$ cat src/assert_macros.svh
// Assertion macros shared by the token bucket RTL.
// Depends on nothing; users must provide i_clk and i_rst_n in scope.
`ifndef ASSERT_MACROS_SVH
`define ASSERT_MACROS_SVH
`ifndef SYNTH
`define ASSERT_IMP(lbl, ante, cons) \
    lbl: assert property (@(posedge i_clk) disable iff (!i_rst_n) (ante) |-> (cons)) \
        else $error("assertion failed");
`define ASSERT_NXT(lbl, ante, cons) \
    lbl: assert property (@(posedge i_clk) disable iff (!i_rst_n) (ante) |=> (cons)) \
        else $error("assertion failed");
`else
`define ASSERT_IMP(lbl, ante, cons)
`define ASSERT_NXT(lbl, ante, cons)
`endif
`endif

$ cat src/tctb_pkg.sv
// Types, constants and register codes for the per-client token bucket.
// Depends on nothing; used by tctb_calc and the top level.
`default_nettype none
package tctb_pkg;

    localparam int CLIENTS  = 64;
    localparam int CLIENT_W = 6;
    localparam int CLI_AW   = (CLIENTS > 1) ? $clog2(CLIENTS) : 1;
    localparam int ADDR_W   = 4;

    localparam logic [15:0] LIMIT_RST = 16'd128;
    localparam logic [19:0] TOL_RST   = 20'd5000;
    localparam logic [15:0] THR_RST   = 16'd30;
    localparam logic [31:0] COOL_RST  = 32'd1920;
    localparam logic [15:0] DET_MAX   = 16'hFFFF;
    localparam logic [CLIENT_W:0] CLIENTS_V = (CLIENT_W + 1)'(CLIENTS);

    typedef enum logic {
        CMD_REFILL  = 1'b0,
        CMD_REQUEST = 1'b1
    } t_cmd;

    typedef enum logic [1:0] {
        REG_LIMIT = 2'd0,
        REG_TOL   = 2'd1,
        REG_THR   = 2'd2,
        REG_COOL  = 2'd3
    } t_reg_idx;

    typedef struct packed {
        logic [15:0] limit;
        logic [19:0] tol;
        logic [15:0] thr;
        logic [31:0] cool;
    } t_cfg;

    typedef struct packed {
        t_cmd                cmd;
        logic [CLIENT_W-1:0] client;
        logic [31:0]         now;
        logic [19:0]         lat;
    } t_item;

    typedef struct packed {
        logic [15:0] tokens;
        logic [15:0] detections;
        logic [31:0] last_report;
        logic [19:0] prev_lat;
        logic [31:0] last_refill;
    } t_entry;

    typedef struct packed {
        logic        allowed;
        logic        report;
        logic [15:0] detect_count;
        logic [15:0] tokens_left;
    } t_res;

    typedef struct packed {
        logic   write;
        t_entry entry;
        t_res   res;
    } t_upd;

endpackage
`default_nettype wire

$ cat src/tctb_calc.sv
// Update logic for one client entry: detection count, reporting and bucket.
// Depends on tctb_pkg.
`default_nettype none
module tctb_calc
    import tctb_pkg::*;
(
    input  t_cfg   i_cfg,
    input  t_item  i_item,
    input  t_entry i_entry,
    output t_upd   o_upd
);

    logic        s_in_range;
    logic [19:0] s_diff;
    logic        s_near;
    logic [15:0] s_det_up;
    logic [32:0] s_cool_end;
    logic        s_cool_ok;
    logic [31:0] s_elapsed;
    logic [32:0] s_sum;
    t_entry      s_new;
    t_res        s_res;

    always_comb begin
        s_in_range = {1'b0, i_item.client} < CLIENTS_V;
        s_diff     = (i_entry.prev_lat >= i_item.lat) ? (i_entry.prev_lat - i_item.lat)
                                                      : (i_item.lat - i_entry.prev_lat);
        s_near     = s_diff <= i_cfg.tol;
        s_det_up   = (i_entry.detections == DET_MAX) ? i_entry.detections
                                                      : i_entry.detections + 16'd1;
        s_cool_end = {1'b0, i_entry.last_report} + {1'b0, i_cfg.cool};
        s_cool_ok  = {1'b0, i_item.now} > s_cool_end;
        s_elapsed  = i_item.now - i_entry.last_refill;
        s_sum      = {1'b0, s_elapsed} + {17'd0, i_entry.tokens};

        s_new = i_entry;
        s_res = '0;
        unique case (i_item.cmd)
            CMD_REFILL: begin
                if (i_entry.tokens == 16'd0 && s_near) begin
                    s_new.detections = s_det_up;
                    if (s_det_up >= i_cfg.thr && s_cool_ok) begin
                        s_new.last_report = i_item.now;
                        s_res.report      = 1'b1;
                    end
                end else if (i_entry.detections != 16'd0) begin
                    s_new.detections = i_entry.detections - 16'd1;
                end
                s_new.tokens      = (s_sum > {17'd0, i_cfg.limit}) ? i_cfg.limit
                                                                   : s_sum[15:0];
                s_new.prev_lat    = i_item.lat;
                s_new.last_refill = i_item.now;
            end
            CMD_REQUEST: begin
                if (i_entry.tokens != 16'd0) begin
                    s_new.tokens  = i_entry.tokens - 16'd1;
                    s_res.allowed = 1'b1;
                end
            end
        endcase
        s_res.detect_count = s_new.detections;
        s_res.tokens_left  = s_new.tokens;

        o_upd.write = s_in_range;
        o_upd.entry = s_new;
        o_upd.res   = s_in_range ? s_res : '0;
    end

endmodule
`default_nettype wire

$ cat config.mk
export PLATFORM = sky130hd
export DESIGN_NAME = tctb_calc
export DESIGN_NICKNAME = d
export VERILOG_FILES = /design/src/assert_macros.svh /design/src/tctb_pkg.sv /design/src/tctb_calc.sv
export SDC_FILE = /design/constraint.sdc
export NUM_CORES = 1
export LEC_CHECK = 0
export BUFFER_PORTS_ARGS = -buffer_cell sky130_fd_sc_hd__buf_2
export CELL_PAD_IN_SITES_DETAIL_PLACEMENT = 1
export CELL_PAD_IN_SITES_GLOBAL_PLACEMENT = 1
export CORE_MARGIN = 10
export CORE_UTILIZATION = 37
export DETAILED_ROUTE_END_ITERATION = 10
export PLACE_DENSITY = 0.91
export SLEW_MARGIN = 20
export SYNTH_ARGS = -nofsm -noshare
export SYNTH_HDL_FRONTEND = slang
export SYNTH_SLANG_ARGS = --single-unit
$ cat constraint.sdc
create_clock -name vclk -period 8
set_clock_uncertainty 0.15 [all_clocks]
set_input_delay 0.4 -clock vclk [all_inputs]
set_output_delay 0.4 -clock vclk [all_outputs]
set_load 0.005 [all_outputs]
==> flow_metrics.py, run 1 <==
metrics = {
    "power": {
        "power.internal_mw": 0.560,
        "power.clock.fraction": 0,
        "leakagePower_nw": 7.12,
        "sequentialPowerShare": 0,
        "peakVddDrop_mv": 0.0391,
        "netSwitchingPower_mw": 0.792,
        "share_comb_of_total_power": 1.000,
        "swShare": 0.586,
        "p_per_area_nw_per_um2": 97.6,
    },
    "grt": {
        "grt.overflow.total": 0,
        "grt_pass1_vias": 15143,
        "grt_first_pass_wirelength_mm": 81.6,
        "grt_max_degree": 66,
        "antenna_found_initial": 5,
        "grt.total_usage": 0.255,
    },
    "sta": {
        "fin_setup_tns_ns": 0,
        "hold_viol_final": 0,
        "slew_headroom": 0.342,
        "layout_min_cycle_time_ns": 7.38,
        "rsz0062_at_grt": "no",
        "report.final.slew_viol_count": 0,
        "setup_viol": 0,
        "whs_ns": 0.952,
        "timing.fmax_mhz": 135,
        "fin_crit_sh": 0.923,
        "tightest_slew_ns": 0.978,
    },
    "worst_setup_path": {
        "critical_path_class": "in2out",
        "critPathMaxFanout": 20,
        "critPathLaunchType": "input pin",
        "cp.required_ns": 7.45,
        "slowest_stage": "or4_1",
        "crit_arrival_ns": 6.83,
        "max_stage_delay_ns": 0.45,
        "endpoint_kind": "output pin",
        "crit_path_frequent_cell": "a21o_1",
    },
    "floorplan": {
        "row_count": 65,
        "die_w_um": 198,
        "core_um2": 31400,
        "pin_count": 410,
        "die_area_um2": 39100,
        "floorplan.initialDensity": 0.373,
        "dieHeight_um": 198,
    },
    "cells_and_area": {
        "drive_gt1_frac": 0.260,
        "num-fill-cells": 4176,
        "clkbuf_count": 0,
        "nets": 2488,
        "syn_to_final_growth_pct": 18.4,
        "fin_area_um2": 13900,
        "fin_util": 0.441,
        "seq_cells": 0,
        "regArea_um2": 0,
        "multi_input_area_um2": 10500,
    },
    "drt": {
        "drt-initial-drc-count": 602,
        "ant_nets": 0,
        "drt-total-wl_mm": 53.3,
        "vias_per_cell": 5.89,
        "vias": 14261,
        "first_pass_iters": 5,
        "wl_per_cell_um": 22.0,
        "drc": 0,
    },
    "placement": {
        "hpwl_mm": 46.4,
        "dpl_cell_area_um2": 13800,
        "finalWeightedCongestion": 0.931,
        "io_buffers": 403,
    },
    "hold_path": {
        "hold_path_class": "in2out",
    },
    "clock_tree": {
        "cts_setup_buffers": 0,
        "cts-hold-fix-buffers": 0,
        "post_cts_resized": 0,
    },
    "synth": {
        "avgSynthCellArea_um2": 6.92,
        "syn_inst": 1691,
        "ys_seq_area_frac": 0,
        "synthesis.area_um2": 11700,
        "synth_area_leaders": "ha_1 (22%), a21oi_1 (6.7%), mux2_2 (6.4%), inv_1 (5.5%), xnor2_1 (5.5%)",
        "ys_warn_count": 0,
        "synthTopCellsByCount": "ha_1 (207), inv_1 (171), a21oi_1 (157), o21ai_0 (119), nand2_1 (104)",
        "yosysTopAreaCell": "ha_1",
        "yosys.cell_types.count": 85,
        "yosysMostFrequentCell": "ha_1",
        "synth_top_area_share": 0.221,
        "synthesis.nets": 2162,
    },
    "outcome": {
        "run_status": "complete, no violations",
    },
    "flow_run": {
        "drv_cap": 0,
    },
}
## cell type report
class / instances / share of cell area
Multi-Input combinational cell: 1418 / 0.759
Timing Repair Buffer: 423 / 0.157
Inverter: 174 / 0.0471
Tap cell: 402 / 0.0363
Antenna cell: 4 / 0.000723
## worst paths after layout
check	startpoint	to	slack, ns	cells past startpoint
setup / recovery	i_entry[32]	o_upd[111]	0.62	32
hold / removal	i_entry[51]	o_upd[85]	0.95	4
## metrics by stage
| stage | std cells | worst slack, ns | power (mW) |
|---|---|---|---|
| floorplan | 1691 | 1.37 | 0.906 |
| detailed placement | 2417 | 0.650 | 1.33 |
| global placement | 2417 | 0.854 | 1.27 |
| finish | 2421 | 0.615 | 1.35 |
| global route | 2421 | 0.132 | 1.50 |
| CTS | 2417 | 0.640 | 1.34 |
## power groups by stage
| stage | registers (mW) | clock network (mW) | logic [mW] |
|---|---|---|---|
| global route | 0 | 0.0000000669 | 1.50 |
| CTS | 0 | 0 | 1.34 |
| global placement | 0 | 0 | 1.27 |
| finish | 0 | 0.0000000670 | 1.35 |
| floorplan | 0 | 0 | 0.906 |
| detailed placement | 0 | 0 | 1.33 |
## kinds of logic (layout without fill, tap and decap cells)
kind of cell    Yosys count  in the layout  synth area share
other cells               1              5          0.000320
xor+xnor                115            115            0.0873
buf+inv                 273            597             0.103
compound gates          554            554             0.308
mux                      80             80            0.0756
simple gates            456            456             0.197
fa+ha+maj               212            212             0.230
## worst max-delay path: cells and delay by family
family / cells / cell delay, ns
XOR/XNOR: 1 / 0.21
AND/OR/NAND/NOR: 7 / 1.42
AO/OA/AOI/OAI: 13 / 2.75
buffers and inverters: 6 / 0.77
multiplexers: 2 / 0.44
adder cells (fa/ha/maj): 3 / 0.80
## cell usage in the layout, fill, tap and decap left out, types with 16 or more instances in the layout
cell	synthesis	routed
nor2b_1	22	22
o21ai_0	119	119
a31oi_1	28	28
a21oi_1	157	157
buf_2	14	402
nand2b_1	27	27
xor2_1	41	41
nor3_1	41	41
a21o_1	69	69
nor2_1	97	97
nand2_1	104	104
xnor2_1	73	73
nand4_1	41	41
mux2_2	67	67
buf_4	33	21
ha_1	207	207
nand3_1	41	41
nor4_1	17	17
inv_1	171	171
o21bai_1	16	16
## layer usage
metal / wire length (um) / global-route usage / vias up
met4: 2020 / 0.0914 / 2
met3: 2940 / 0.0401 / 112
met5: 13 / 0 / -
met2: 26700 / 0.474 / 463
met1: 21600 / 0.285 / 6869
li1: - / - / 6815
Note: power is estimated with default switching activity, not from simulation.
==> run 2: changes to the inputs <==
--- a/config.mk
+++ b/config.mk
@@ -12,6 +12,7 @@
 export CORE_UTILIZATION = 37
 export DETAILED_ROUTE_END_ITERATION = 10
 export PLACE_DENSITY = 0.91
+export RECOVER_POWER = 25
 export SLEW_MARGIN = 20
 export SYNTH_ARGS = -nofsm -noshare
 export SYNTH_HDL_FRONTEND = slang
==> run 2 against run 1 <==
Net effect: the run now ends with capacitance limit, slew limit left; routed wire length is essentially flat; fmax shrank 0.23%; via count down 0.15%; first-iteration DRC count rose by 1.3%; worst setup slack worse by 0.017 ns; worst hold slack improved by 0.016 ns; clock-buffer cell count unchanged; non-clock buffer count unchanged; highest routed layer unchanged.
==> flow_metrics.py, run 2 (synthesized netlist as in run 1, its figures left out) <==
metrics = {
    "grt": {
        "grt.total_usage": 0.255,
        "grt_max_degree": 66,
        "antenna_found_initial": 5,
        "grt_first_pass_wirelength_mm": 81.6,
        "grt_pass1_vias": 15143,
        "grt.overflow.total": 0,
    },
    "drt": {
        "drc": 0,
        "vias_per_cell": 5.88,
        "vias": 14239,
        "wl_per_cell_um": 22.0,
        "first_pass_iters": 4,
        "ant_nets": 0,
        "drt-total-wl_mm": 53.3,
        "drt-initial-drc-count": 610,
    },
    "worst_setup_path": {
        "max_stage_delay_ns": 0.45,
        "critical_path_class": "in2out",
        "endpoint_kind": "output pin",
        "crit_arrival_ns": 6.85,
        "crit_path_frequent_cell": "a21o_1",
        "critPathMaxFanout": 12,
        "critPathLaunchType": "input pin",
        "cp.required_ns": 7.45,
        "endpoint": "o_upd[92]",
        "slowest_stage": "or4_1",
        "startpoint": "i_entry[32]",
    },
    "power": {
        "share_comb_of_total_power": 1.000,
        "power.clock.fraction": 0,
        "sequentialPowerShare": 0,
        "peakVddDrop_mv": 0.0390,
        "swShare": 0.587,
        "power.internal_mw": 0.557,
        "leakagePower_nw": 7.03,
        "netSwitchingPower_mw": 0.793,
        "p_per_area_nw_per_um2": 97.7,
    },
    "sta": {
        "setup_viol": 0,
        "fin_setup_tns_ns": 0,
        "timing.fmax_mhz": 135,
        "report.final.slew_viol_count": 55,
        "fin_crit_sh": 0.925,
        "hold_viol_final": 0,
        "slew_headroom": -0.543,
        "tightest_slew_ns": 2.31,
        "rsz0062_at_grt": "no",
        "whs_ns": 0.967,
        "layout_min_cycle_time_ns": 7.40,
    },
    "floorplan": {
        "row_count": 65,
        "core_um2": 31400,
        "pin_count": 410,
        "die_w_um": 198,
        "dieHeight_um": 198,
        "die_area_um2": 39100,
        "floorplan.initialDensity": 0.373,
    },
    "cells_and_area": {
        "final_cell_mix": "buf_2 (372), ha_1 (207), inv_1 (171)",
        "seq_cells": 0,
        "num-fill-cells": 4185,
        "layout_commonest_cell": "buf_2",
        "nets": 2488,
        "drive_gt1_frac": 0.244,
        "clkbuf_count": 0,
        "regArea_um2": 0,
        "syn_to_final_growth_pct": 18.0,
    },
    "hold_path": {
        "hold_path_class": "in2out",
    },
    "placement": {
        "io_buffers": 403,
        "finalWeightedCongestion": 0.931,
        "hpwl_mm": 46.4,
    },
    "outcome": {
        "failed_checks": "capacitance limit, slew limit",
        "run_status": "finished with violations",
    },
    "clock_tree": {
        "cts_setup_buffers": 0,
        "cts-hold-fix-buffers": 0,
        "post_cts_resized": 0,
    },
    "flow_run": {
        "drv_cap": 1,
    },
}
## run 2: changes by cell type in the layout (fill, tap and decap cells not counted)
cell / before / now
mux2_2: 67 / 66
buf_4: 21 / 20
mux2_1: 0 / 1
buf_2: 402 / 372
clkbuf_1: 0 / 31
## run 2: area by class of cell
| class | instances | area, um2 | share of cell area |
|---|---|---|---|
| inverter | 174 | 653 | 0.0473 |
| timing repair buffer | 423 | 2130 | 0.154 |
| antenna | 4 | 10.0 | 0.000725 |
| tap | 402 | 503 | 0.0364 |
| multi-input combinational | 1418 | 10500 | 0.761 |
## run 2: stage by stage
step | worst slack, ns | instance area (um2) | instances | utilization | total power, mW
finish | 0.598 | 13800 | 2421 | 0.440 | 1.35
floorplan | 1.37 | 11700 | 1691 | - | 0.906
detailed placement | 0.650 | 13800 | 2417 | 0.441 | 1.33
CTS | 0.640 | 13800 | 2417 | 0.441 | 1.34
global route | 0.132 | 13800 | 2421 | 0.440 | 1.50
global placement | 0.854 | 13800 | 2417 | 0.441 | 1.27
## run 2: power groups by stage
| stage | Clock [mW] | Combinational [mW] | Sequential, mW |
|---|---|---|---|
| 2_1_floorplan | 0 | 0.906 | 0 |
| 3_3_place_gp | 0 | 1.27 | 0 |
| 3_5_place_dp | 0 | 1.33 | 0 |
| 4_1_cts | 0 | 1.34 | 0 |
| 5_1_grt | 0.0000000669 | 1.50 | 0 |
| 6_report | 0.0000000670 | 1.35 | 0 |
## run 2: worst min path at each step
stage | from | end | slack (ns) | cells after the start
CTS | i_entry[51] | o_upd[85] | 0.96 | 4
detailed placement | i_entry[51] | o_upd[85] | 0.96 | 4
floorplan | i_entry[88] | o_upd[20] | 0.72 | 1
finish | i_entry[25] | o_upd[59] | 0.97 | 3
global placement | i_entry[51] | o_upd[85] | 0.94 | 4
global route | i_entry[23] | o_upd[57] | 0.99 | 3
## run 2: critical path, delay by kind of cell
kind | cells | cell delay (ns)
compound gates | 13 | 2.77
simple gates | 7 | 1.42
fa+ha+maj | 3 | 0.81
buf+inv | 6 | 0.78
mux | 2 | 0.45
xor+xnor | 1 | 0.21
## run 2: layer usage
layer | track usage | vias up | routed length [um]
met3 | 0.0401 | 106 | 2990
li1 | - | 6813 | -
met4 | 0.0914 | 2 | 1990
met1 | 0.285 | 6863 | 21600
met2 | 0.474 | 455 | 26700
met5 | 0 | - | 13
